===== src/hw/rtl/mmcs_pkg.sv =====
// Shared definitions for the min/max contrast stretch block.
// Command codes, pixel width and default frame capacity. No dependencies.
package mmcs_pkg;

	localparam int PIX_W = 8;
	localparam int DEF_PIXEL_CAPACITY = 4096;

	localparam logic [1:0] CMD_LOAD  = 2'd0;
	localparam logic [1:0] CMD_READ  = 2'd1;
	localparam logic [1:0] CMD_CLEAR = 2'd2;

	localparam logic [PIX_W-1:0] FULL_SCALE = 8'd255;

endpackage


===== src/hw/rtl/mmcs_div.sv =====
// Restoring divider: 16-bit dividend by 8-bit divisor, one quotient bit per cycle.
// The caller guarantees the quotient fits in eight bits. Depends on mmcs_pkg.
module mmcs_div import mmcs_pkg::*; (
	input  logic               clk,
	input  logic               arst_n,
	input  logic               load,
	input  logic [2*PIX_W-1:0] dividend,
	input  logic [PIX_W-1:0]   divisor,
	output logic               done,
	output logic [PIX_W-1:0]   quotient
);

	logic [PIX_W-1:0] rem_q;
	logic [PIX_W-1:0] shf_q;
	logic [PIX_W-1:0] dsr_q;
	logic [2:0]       cnt_q;
	logic             run_q;
	logic             done_q;
	logic [PIX_W:0]   trial;
	logic             fits;

	// shift the next dividend bit into the partial remainder
	assign trial = {rem_q, shf_q[PIX_W-1]};
	assign fits  = trial >= {1'b0, dsr_q};

	always_ff @(posedge clk or negedge arst_n) begin
		if (!arst_n) begin
			run_q  <= 1'b0;
			done_q <= 1'b0;
			cnt_q  <= '0;
		end else begin
			done_q <= 1'b0;
			if (load) begin
				run_q <= 1'b1;
				cnt_q <= '0;
			end else if (run_q) begin
				cnt_q <= cnt_q + 3'd1;
				if (cnt_q == 3'd7) begin
					run_q  <= 1'b0;
					done_q <= 1'b1;
				end
			end
		end
	end

	always_ff @(posedge clk) begin
		if (load) begin
			rem_q <= dividend[2*PIX_W-1:PIX_W];
			shf_q <= dividend[PIX_W-1:0];
			dsr_q <= divisor;
		end else if (run_q) begin
			rem_q <= fits ? PIX_W'(trial - {1'b0, dsr_q}) : trial[PIX_W-1:0];
			shf_q <= {shf_q[PIX_W-2:0], fits};
		end
	end

	assign done     = done_q;
	assign quotient = shf_q;

endmodule


===== config.mk =====
export PLATFORM = sky130hd
export DESIGN_NAME = mmcs_div
export DESIGN_NICKNAME = d
export VERILOG_FILES = /design/src/hw/rtl/mmcs_pkg.sv /design/src/hw/rtl/mmcs_div.sv
export SDC_FILE = /design/constraint.sdc
export NUM_CORES = 1
export LEC_CHECK = 0
export ABC_AREA = 1
export BUFFER_PORTS_ARGS = -buffer_cell sky130_fd_sc_hd__clkbuf_2
export CORE_MARGIN = 8
export CORE_UTILIZATION = 45
export CTS_BUF_LIST = sky130_fd_sc_hd__clkbuf_16
export DETAILED_ROUTE_END_ITERATION = 10
export PLACE_DENSITY_LB_ADDON = 0.15
export REMOVE_ABC_BUFFERS = 1
export SLEW_MARGIN = 20
export SYNTH_ARGS = -nofsm -noshare
export SYNTH_HDL_FRONTEND = slang
export SYNTH_SLANG_ARGS = --single-unit
export TNS_END_PERCENT = 5

===== constraint.sdc =====
create_clock -name clk -period 1.69 [get_ports clk]
set_input_delay 0.338 -clock clk [delete_from_list [all_inputs] [get_ports clk]]
set_output_delay 0.338 -clock clk [all_outputs]
set_load 0.03 [all_outputs]

==> results.md, run 1 <==
- Failing checks: negative setup slack
- Outcome: complete, but fails checks
- Measured slew at the worst slew-check pin: 0.271 ns
- HPWL Detailed: 2.63 mm
- Static leakage: 1.19 nW
- Slowest-stage cell, CP: edfxtp_1
- Vias in the first global route: 1507
- Max Cap Viol: 0
- Seq cells post-synth: 29
- Register area share after synthesis: 48.7%
- Clock buffer depth: 2
- First-pass GRT wire length: 6.68 mm
- Type of the most critical hold path: in -> reg
- Drt via density: 4.77
- Max Freq: 0.572 GHz
- Initial antenna violation count: 0
- Routed wire length: 3.91 mm
- Pwr Density: 1470 nW/um^2
- Max FO, Critical Path: 5
- Area of the mapped netlist: 1740 sq um
- Die Span X: 78.1 microns
- Clk pwr share: 22.9%
- Critical Path Source Type: register
- Hold Violations, Final: 0
- Critical Path End Type: register
- Full die area: 6100 sq um
- Setup Crit Path Kind: reg -> reg
- Final ANT Viol Nets: 0
- Slew Limit Fails: 0
- Htree depth: 2
- Period utilization: 104%
- CP peak stage delay: 0.42 ns
- Initial DRC Count: 85
- Wl on met1: 1.72 mm
- Vias: 1451
- Worst EP required: 1.72 ns
- Clock Latency Late Sink: 0.27 ns
- Min Tclk post-route: 1.75 ns
- Final worst setup slack: -0.0592 ns
- Metal3 WL: 229 microns
- Peak supply drop: 0.000745 V
- CP bufs+invs: 1
- Final setup fails: 8
- Routed WL per cell: 12.9 microns
- Syn_area_per_cell: 8.99 sq um
- Max_slew headroom: 82.0%
- Core Area: 3690 sq um
- Internal Power: 2.26 mW
- Final Util: 65.3%
- Crit path max-delay family: simple AND/OR/NAND/NOR gates
- P_sw: 1.28 mW
- Power, Total: 3.54 mW
- CP Cell Sequence: ha_4, or2_4, nand3_4, nand2_4, nand2_8, buf_6, nand3b_1, nand3_1, nand2_1
- CTS Root Cell: clkbuf_16
- CTS tree: built
- Comb power frac: 47.5%
- Gr usage total: 13.7%
- Setup Skew: 0.00313 ns
- Number of I/O port buffers: 35
- DRC: 0
- Crit path DAT: 1.78 ns
- Layout cells sized above 1: 37.1%
- Mapped Cells: 193
- Routability Congestion: 0.820
- Top sig layer: met4
- DRT Pass-1 Iters: 4
- Largest net degree at the start of global routing: 26
- CTS Buf Count: 5
- Die extent in y: 78.1 microns
- Synth Warn #: 0
- Commonest non-fill, non-tap cell in the layout: nand2_1
- Nets@finish: 293
- Unrepaired setup endpoints after global routing: yes
- Most frequent cells in the layout: nand2_1 (64), clkbuf_2 (35), edfxtp_1 (24), inv_1 (21), buf_4 (21)
- Clk slew on worst S/H paths: 0.05 ns
- Ports: 36
- ANT cells: 0
- Initial Utilization: 47.0%
- Switching Fraction: 36.2%
- Congestion Overflow GR: 0
- Clk sink count: 29
- Synth unique cells: 27
- Reg power frac: 29.5%
- Met2 WL: 1.88 mm
- # rows: 22
- Synth-to-Final Area Change: 38.8%
## synthesized netlist by cell type, drive strengths merged
master	instances	area (sq um)
nand3b	7	52.6
ha	10	125
buf	4	35.0
dfrtp	5	125
a21oi	4	31.3
nor2	10	40.0
or2	1	8.76
nor3	1	10.0
a31oi	1	6.26
xnor2	1	8.76
nand3	19	108
fa	1	20.0
nand2	74	308
xor2	3	26.3
clkinv	1	3.75
nand4	1	6.26
inv	24	90.1
o21ai	2	10.0
edfxtp	24	721
## worst paths after layout
check	start	end	slack [ns]	cells after the start
min reg2reg	cnt_q[2]$_DFFE_PN0P_	cnt_q[2]$_DFFE_PN0P_	0.52	2
max in group asynchronous	arst_n	cnt_q[2]$_DFFE_PN0P_	1.14	2
min	divisor[4]	dsr_q[4]$_DFFE_PP_	0.24	1
max	rem_q[1]$_DFFE_PP_	rem_q[7]$_DFFE_PP_	-0.06	9
max reg2reg	rem_q[1]$_DFFE_PP_	rem_q[7]$_DFFE_PP_	-0.06	9
min in group asynchronous	arst_n	cnt_q[0]$_DFFE_PN0P_	0.41	2
## layer usage
metal | vias up | GRT usage (%)
met2 | 33 | 22.0
met5 | - | 0
met3 | 8 | 5.13
met4 | 0 | 6.48
met1 | 660 | 15.8
li1 | 750 | -
## what timing repair did
item / CTS / global route
endpoints found under the setup margin: 9 / 9
hold buffers: 1 / 0
pin swaps: 13 / 5
setup buffers: 7 / 3
resized for setup: 18 / 8
endpoints found under the hold margin: 5 / 0
## power by group through the flow
| stage | logic [mW] | clock network, mW | registers, mW |
|---|---|---|---|
| detailed placement | 1.31 | 0 | 1.02 |
| floorplan | 0.891 | 0 | 1.05 |
| global route | 1.88 | 0.849 | 1.06 |
| finish | 1.68 | 0.811 | 1.05 |
| CTS | 1.60 | 0.826 | 1.04 |
| global placement | 1.31 | 0 | 1.02 |
## through the flow
stage / cells / TNS [ns] / worst slack [ns] / area (sq um) / hold WS (ns)
2_1_floorplan: 189 / -0.891 / -0.224 / 1700 / 0.0424
3_3_place_gp: 285 / -1.16 / -0.153 / 2030 / 0.160
3_5_place_dp: 285 / -1.15 / -0.148 / 2030 / 0.164
4_1_cts: 301 / -0.282 / -0.0460 / 2360 / 0.234
5_1_grt: 304 / -1.20 / -0.170 / 2410 / 0.235
6_report: 304 / -0.331 / -0.0592 / 2410 / 0.240
## worst register-to-register path: cells and delay by family, from the launching register on
family                     cells  cell delay, ns
and+or+nand+nor                7            0.70
adders and majority gates      1            0.25
DFF                            1            0.42
buffers and inverters          1            0.13
## cell type report
class | instances | area [sq um]
tap | 48 | 60.1
inverter | 25 | 93.8
clock buffer | 5 | 125
multi-input combinational | 135 | 898
clock inverter | 3 | 11.3
sequential | 29 | 846
fill | 324 | 1280
timing repair buffer | 59 | 374
## sequential cells by signal, summed over array words and instances, names as in the netlist
signal	flops
cnt_q	3
done	1
dsr_q	8
quotient	8
rem_q	8
run_q	1
## cells by family (layout without fill, tap and decap cells)
kind of cell	after synthesis	in the layout	share of synthesized area [%]
AND/OR/NAND/NOR	113	113	30.7
flip-flops	29	29	48.7
buffers and inverters	29	92	7.42
adder cells (fa/ha/maj)	11	11	8.36
AO/OA/AOI/OAI	7	7	2.74
XOR/XNOR	4	4	2.02
Note: power is estimated with default switching activity, not from simulation.
==> run 2: changes to the inputs <==
--- a/config.mk
+++ b/config.mk
@@ -8,10 +8,9 @@
 export ABC_AREA = 1
 export BUFFER_PORTS_ARGS = -buffer_cell sky130_fd_sc_hd__clkbuf_2
 export CORE_MARGIN = 8
-export CORE_UTILIZATION = 45
-export CTS_BUF_LIST = sky130_fd_sc_hd__clkbuf_16
+export CORE_UTILIZATION = 49
 export DETAILED_ROUTE_END_ITERATION = 10
-export PLACE_DENSITY_LB_ADDON = 0.15
+export PLACE_DENSITY = 0.75
 export REMOVE_ABC_BUFFERS = 1
 export SLEW_MARGIN = 20
 export SYNTH_ARGS = -nofsm -noshare
==> results.md, run 2 (same netlist as run 1, synthesis figures left out) <==
- Post-Place Cells: 283 (-0.70%)
- Pwr Density: 1350 nW/um^2 (-8.3%)
- Unrepaired setup endpoints after global routing: yes
- Hold_ws: 0.189 ns (-0.0511 ns)
- Number of I/O port buffers: 35 (unchanged)
- CTS tree: built
- Routed WL per cell: 13.0 microns (+1.2%)
- Grt met1 use: 18.2% (+2.3 points)
- Measured slew at the worst slew-check pin: 0.282 ns (+0.0115 ns)
- Htree depth: 2 (unchanged)
- Min Tclk post-route: 1.77 ns (+0.0216 ns)
- Met2 GRT Util: 25.8% (+3.8 points)
- DP Worst Slack: -0.141 ns (+0.00753 ns)
- Routed wire length: 3.91 mm (-0.18%)
- Multi-input gate area: 930 sq um (+3.5%)
- Clock buffer depth: 2 (unchanged)
- Vias: 1451 (unchanged)
- Max Freq: 0.565 GHz (-1.2%)
- Final worst setup slack: -0.0808 ns (-0.0216 ns)
- Clk slew on worst S/H paths: 0.09 ns (+0.04 ns)
- Synth-to-Final Area Change: 33.9%
- Max FO, Critical Path: 2 (-3)
- Routability Congestion: 0.844 (+2.9%)
- Congestion Overflow GR: 0 (unchanged)
- Fill count: 270 (-17%)
- Peak supply drop: 0.000734 V (-1.5%)
- CTS Root Cell: clkbuf_4
- Largest net degree at the start of global routing: 26 (unchanged)
- Ports: 36 (unchanged)
- Worst EP required: 1.78 ns (+0.06 ns)
- HPWL Detailed: 2.67 mm (+1.8%)
- Met3 usage: 4.61% (-0.52 points)
- Final setup fails: 8 (unchanged)
- Setup Skew: 0.00734 ns (+0.00422 ns)
- ANT cells: 0 (unchanged)
- DRT Pass-1 Iters: 4 (unchanged)
- Core Area: 3360 sq um (-8.8%)
- Period utilization: 105% (+1.3 points)
- Commonest non-fill, non-tap cell in the layout: nand2_1
- Max_slew headroom: 81.1% (-0.81 points)
- Type of the most critical hold path: in -> reg
- Nets@finish: 291 (-0.68%)
- Finished Layout Cells: 300 (-1.3%)
- Final ANT Viol Nets: 0 (unchanged)
- Die Span X: 75.5 microns (-3.3%)
- Reg area: 846 sq um (unchanged)
- Initial DRC Count: 80 (-5.9%)
- Layout cells sized above 1: 36.2% (-0.89 points)
- Crit path DAT: 1.86 ns (+0.08 ns)
- Die extent in y: 75.5 microns (-3.3%)
- Critical Path End Type: register
- Power, Total: 3.13 mW (-12%)
- Initial antenna violation count: 0 (unchanged)
- DRC: 0 (unchanged)
- Setup Crit Path Kind: reg -> reg
- Failing checks: negative setup slack
- Most frequent cells in the layout: nand2_1 (67), clkbuf_2 (35), edfxtp_1 (24), inv_1 (20), buf_4 (19)
- # rows: 21 (-4.5%)
- Grt peak-use layer: met2
- Post-DP Area: 2030 sq um (-0.12%)
- Max Cap Viol: 0 (unchanged)
- CTS Buf Count: 5 (unchanged)
- Clock Latency Late Sink: 0.32 ns (+0.05 ns)
- Hold Violations, Final: 0 (unchanged)
- Gr usage total: 15.5% (+1.7 points)
- Clk sink count: 29 (unchanged)
- Drt via density: 4.84 (+1.3%)
- Vias in the first global route: 1530 (+1.5%)
- Outcome: complete, but fails checks
- Initial Utilization: 51.6% (+4.6 points)
- Critical Path Source Type: register
- Final Cell Area: 2320 sq um (-3.5%)
- Static leakage: 1.15 nW (-2.9%)
- Full die area: 5700 sq um (-6.5%)
- Slew Limit Fails: 0 (unchanged)
- First-pass GRT wire length: 6.64 mm (-0.52%)
-- run 2: changes by cell type in the layout (fill, tap and decap cells not counted), moves of 3 or more --
cell and delta:
clkbuf_16 -5, clkbuf_4 +5, nand2_2 -4, clkbuf_1 +3, nand2_1 +3
-- run 2: stage by stage --
step / util [%] / TNS (ns)
after floorplan: - / -0.891
after global placement: 60.4 / -0.640
after detailed placement: 60.4 / -0.964
after CTS: 67.7 / -0.0958
after global routing: 69.1 / -1.06
final: 69.1 / -0.363
-- run 2: area by class of cell --
| cell class | count | area share (%) |
|---|---|---|
| inverter | 25 | 4.04 |
| timing repair buffer | 56 | 15.0 |
| tap | 46 | 2.48 |
| clock buffer | 8 | 2.10 |
| sequential | 29 | 36.4 |
| multi-input combinational | 136 | 40.0 |
-- run 2: worst max-delay path, stage by stage (launching register included) --
cell,delay (ns)
edfxtp_1,0.43
ha_4,0.19
fa_2,0.40
inv_2,0.09
nand3_2,0.10
nand3_2,0.08
nand2_1,0.05
nand2_1,0.05
nand2_1,0.05
nand3_1,0.06
nand2_1,0.05
-- run 2: metal layers --
layer	vias up	routed length (microns)
met5	-	0
met4	0	58
met3	7	154
met2	30	1930
met1	668	1760
li1	746	-
-- run 2: path summary, 6_finish.rpt --
check	startpoint	endpoint	slack [ns]	cells past startpoint
worst max-delay path	dsr_q[0]$_DFFE_PP_	rem_q[6]$_DFFE_PP_	-0.08	10
worst min-delay path	divisor[7]	dsr_q[7]$_DFFE_PP_	0.19	1
worst max register to register	dsr_q[0]$_DFFE_PP_	rem_q[6]$_DFFE_PP_	-0.08	10
worst min register to register	cnt_q[2]$_DFFE_PN0P_	cnt_q[2]$_DFFE_PN0P_	0.53	2
max in group asynchronous	arst_n	run_q$_DFF_PN0_	1.20	2
min in group asynchronous	arst_n	cnt_q[0]$_DFFE_PN0P_	0.36	2
-- run 2: report_power, final --
part           internal (mW)  switching (mW)
clock                  0.166           0.225
sequential             0.937           0.110
combinational          0.781           0.913
-- run 2: what timing repair did --
action	CTS	global route
pin swaps	9	4
gates resized for setup	16	8
gates cloned	1	0
hold buffers	1	0
endpoints found under the setup margin	9	9
buffers inserted	6	1
hold endpoints to repair	5	0
==> run 3: changes to the inputs <==
--- a/config.mk
+++ b/config.mk
@@ -8,9 +8,10 @@
 export ABC_AREA = 1
 export BUFFER_PORTS_ARGS = -buffer_cell sky130_fd_sc_hd__clkbuf_2
 export CORE_MARGIN = 8
-export CORE_UTILIZATION = 49
+export CORE_UTILIZATION = 51
+export CTS_BUF_LIST = sky130_fd_sc_hd__clkbuf_8
 export DETAILED_ROUTE_END_ITERATION = 10
-export PLACE_DENSITY = 0.75
+export PLACE_DENSITY = 0.78
 export REMOVE_ABC_BUFFERS = 1
 export SLEW_MARGIN = 20
 export SYNTH_ARGS = -nofsm -noshare
==> results.md, run 3 (same netlist as run 1, synthesis figures left out) <==
- Outcome: complete, but fails checks
- Failing checks: negative setup slack
- First-pass GRT wire length: 7.04 mm (+5.9%)
- Vias: 1489 (+2.6%)
- Crit path DAT: 1.85 ns (about the same)
- # rows: 21 (unchanged)
- Slowest-stage cell, CP: edfxtp_1
- CTS tree: built
- Post-DP Area: 2020 sq um (-0.74%)
- Crit path max-delay family: simple AND/OR/NAND/NOR gates
- Fill count: 249 (-7.8%)
- Synth-to-Final Area Change: 35.0%
- Core Area: 3310 sq um (-1.6%)
- Clk slew on worst S/H paths: 0.06 ns (-0.03 ns)
- Htree depth: 2 (unchanged)
- Clock buffer depth: 2 (unchanged)
- Setup TNS: -0.814 ns (-0.450 ns)
- FF-to-FF setup slack: -0.13 ns (-0.05 ns)
- Metal3 WL: 307 microns (+99%)
- Clk sink count: 29 (unchanged)
- Critical Path End Type: register
- Wl on met1: 1.72 mm (-2.3%)
- Final worst setup slack: -0.126 ns (-0.0453 ns)
- DRC: 0 (unchanged)
- Reg-to-reg critical path startpoint: rem_q[5]$_DFFE_PP_
- Worst Hold Launch: divisor[2]
- Max_slew headroom: 81.3% (+0.18 points)
- Final Cell Area: 2340 sq um (+0.81%)
- Clock Latency Late Sink: 0.28 ns (-0.04 ns)
- Peak supply drop: 0.000833 V (+13%)
- Worst EP required: 1.73 ns (-0.05 ns)
- Power, Total: 3.44 mW (+9.9%)
- Max Freq: 0.551 GHz (-2.5%)
- Worst R2R Path Depth: 9 (-1)
- CTS Buf Count: 5 (unchanged)
- Gr usage total: 16.9% (+1.4 points)
- Hold Violations, Final: 0 (unchanged)
- Setup Crit Path Kind: reg -> reg
- Critical Path Source Type: register
- Unrepaired setup endpoints after global routing: yes
- Post-Place Cells: 281 (-0.71%)
- Max FO, Critical Path: 9 (+7)
- Top sig layer: met4
- Nets@finish: 288 (-1.0%)
- Die extent in y: 74.3 microns (-1.6%)
- Layout cells sized above 1: 37.8% (+1.6 points)
- HPWL Detailed: 2.66 mm (-0.40%)
- CP Cell Sequence: ha_4, nand3_1, nor2_4, a21oi_4, buf_12, nand2_8, nand2_1, nand3_1, nand2_1
- Setup Skew: 0.00655 ns (-0.000793 ns)
- Routed wire length: 4.26 mm (+8.9%)
- Final Util: 70.7% (+1.7 points)
- Most frequent cells in the layout: nand2_1 (62), clkbuf_2 (35), edfxtp_1 (24), inv_1 (21), buf_4 (16)
- Max Cap Viol: 0 (unchanged)
- Initial DRC Count: 67 (-16%)
- Die Span X: 74.3 microns (-1.6%)
- Largest net degree at the start of global routing: 26 (unchanged)
- CP bufs+invs: 1 (unchanged)
- DRT Pass-1 Iters: 4 (unchanged)
- Congestion Overflow GR: 0 (unchanged)
- Initial Utilization: 52.4% (+0.82 points)
- Static leakage: 1.16 nW (+0.37%)
- Hold_ws: 0.227 ns (+0.0381 ns)
- Pwr Density: 1470 nW/um^2 (+9.0%)
- Slew Limit Fails: 0 (unchanged)
- Measured slew at the worst slew-check pin: 0.280 ns (-0.00199 ns)
- DP Worst Slack: -0.141 ns (-0.000373 ns)
- ANT cells: 0 (unchanged)
- Drt via density: 5.01 (+3.7%)
- CTS Root Cell: clkbuf_8
- Min Tclk post-route: 1.82 ns (+0.0453 ns)
- Final ANT Viol Nets: 0 (unchanged)
- CP peak stage delay: 0.43 ns (about the same)
- Routability Congestion: 0.843 (about the same)
- Reg-to-reg endpoint: rem_q[7]$_DFFE_PP_
- Ports: 36 (unchanged)
- Type of the most critical hold path: in -> reg
- Commonest non-fill, non-tap cell in the layout: nand2_1
- Hold depth: 1 (unchanged)
- Final setup fails: 8 (unchanged)
- Full die area: 5530 sq um (-3.1%)
- Vias in the first global route: 1605 (+4.9%)
- Routed WL per cell: 14.3 microns (+10%)
- Met2 WL: 2.15 mm (+11%)
- Initial antenna violation count: 0 (unchanged)
- Period utilization: 107% (+2.7 points)
- Finished Layout Cells: 297 (-1.0%)
- Hold Path End: dsr_q[2]$_DFFE_PP_
- Number of I/O port buffers: 35 (unchanged)
run 3: cell types whose count changed in the layout (fill, tap and decap cells not counted), moves of 2 or more:
| cell | change |
|---|---|
| buf_4 | -3 |
| clkbuf_1 | -3 |
| clkbuf_4 | -5 |
| clkbuf_8 | +7 |
| clkinv_2 | +2 |
| ha_4 | -2 |
| inv_2 | -2 |
| nand2_1 | -5 |
| nand2_2 | +6 |
run 3: routing by layer:
layer / GRT usage, % / vias up
met5: 0 / -
met4: 8.04 / 0
met3: 5.12 / 7
met2: 29.0 / 59
met1: 18.6 / 685
li1: - / 738
run 3: worst reg2reg max path, stage by stage (launching register included):
cell and delay [ns]:
edfxtp_1 0.43, ha_4 0.33, nand3_1 0.14, nor2_4 0.16
a21oi_4 0.07, buf_12 0.15, nand2_8 0.09, nand2_1 0.07
nand3_1 0.08, nand2_1 0.06
run 3: power breakdown:
| group | internal [mW] | switching (mW) |
|---|---|---|
| clock | 0.367 | 0.265 |
| sequential | 0.938 | 0.106 |
| combinational | 0.791 | 0.973 |
| total | 2.10 | 1.34 |
run 3: area by class of cell:
class / instances / area, sq um / area share [%]
Inverter: 25 / 95.1 / 4.06
Clock inverter: 1 / 5.00 / 0.214
Sequential cell: 29 / 846 / 36.1
Timing Repair Buffer: 53 / 325 / 13.9
Clock buffer: 7 / 96.3 / 4.11
Multi-Input combinational cell: 136 / 917 / 39.2
Tap cell: 46 / 57.6 / 2.46
run 3: how the worst max path moves through the flow:
stage / from / endpoint / slack [ns] / depth (start not counted)
after floorplan: quotient[7]$_DFFE_PP_ / rem_q[6]$_DFFE_PP_ / -0.22 / 11
after global placement: rem_q[5]$_DFFE_PP_ / rem_q[1]$_DFFE_PP_ / -0.09 / 9
after detailed placement: rem_q[5]$_DFFE_PP_ / rem_q[1]$_DFFE_PP_ / -0.14 / 9
after CTS: rem_q[5]$_DFFE_PP_ / rem_q[3]$_DFFE_PP_ / -0.05 / 8
after global routing: rem_q[5]$_DFFE_PP_ / rem_q[4]$_DFFE_PP_ / -0.18 / 9
final: rem_q[5]$_DFFE_PP_ / rem_q[7]$_DFFE_PP_ / -0.13 / 9
run 3: repair_timing:
action	4_1_cts	5_1_grt
cloned	1	0
resized for setup	24	3
buffers inserted	6	0
pin swaps	10	1
hold endpoints to repair	5	0
hold buffers	1	0
setup endpoints to repair	9	9
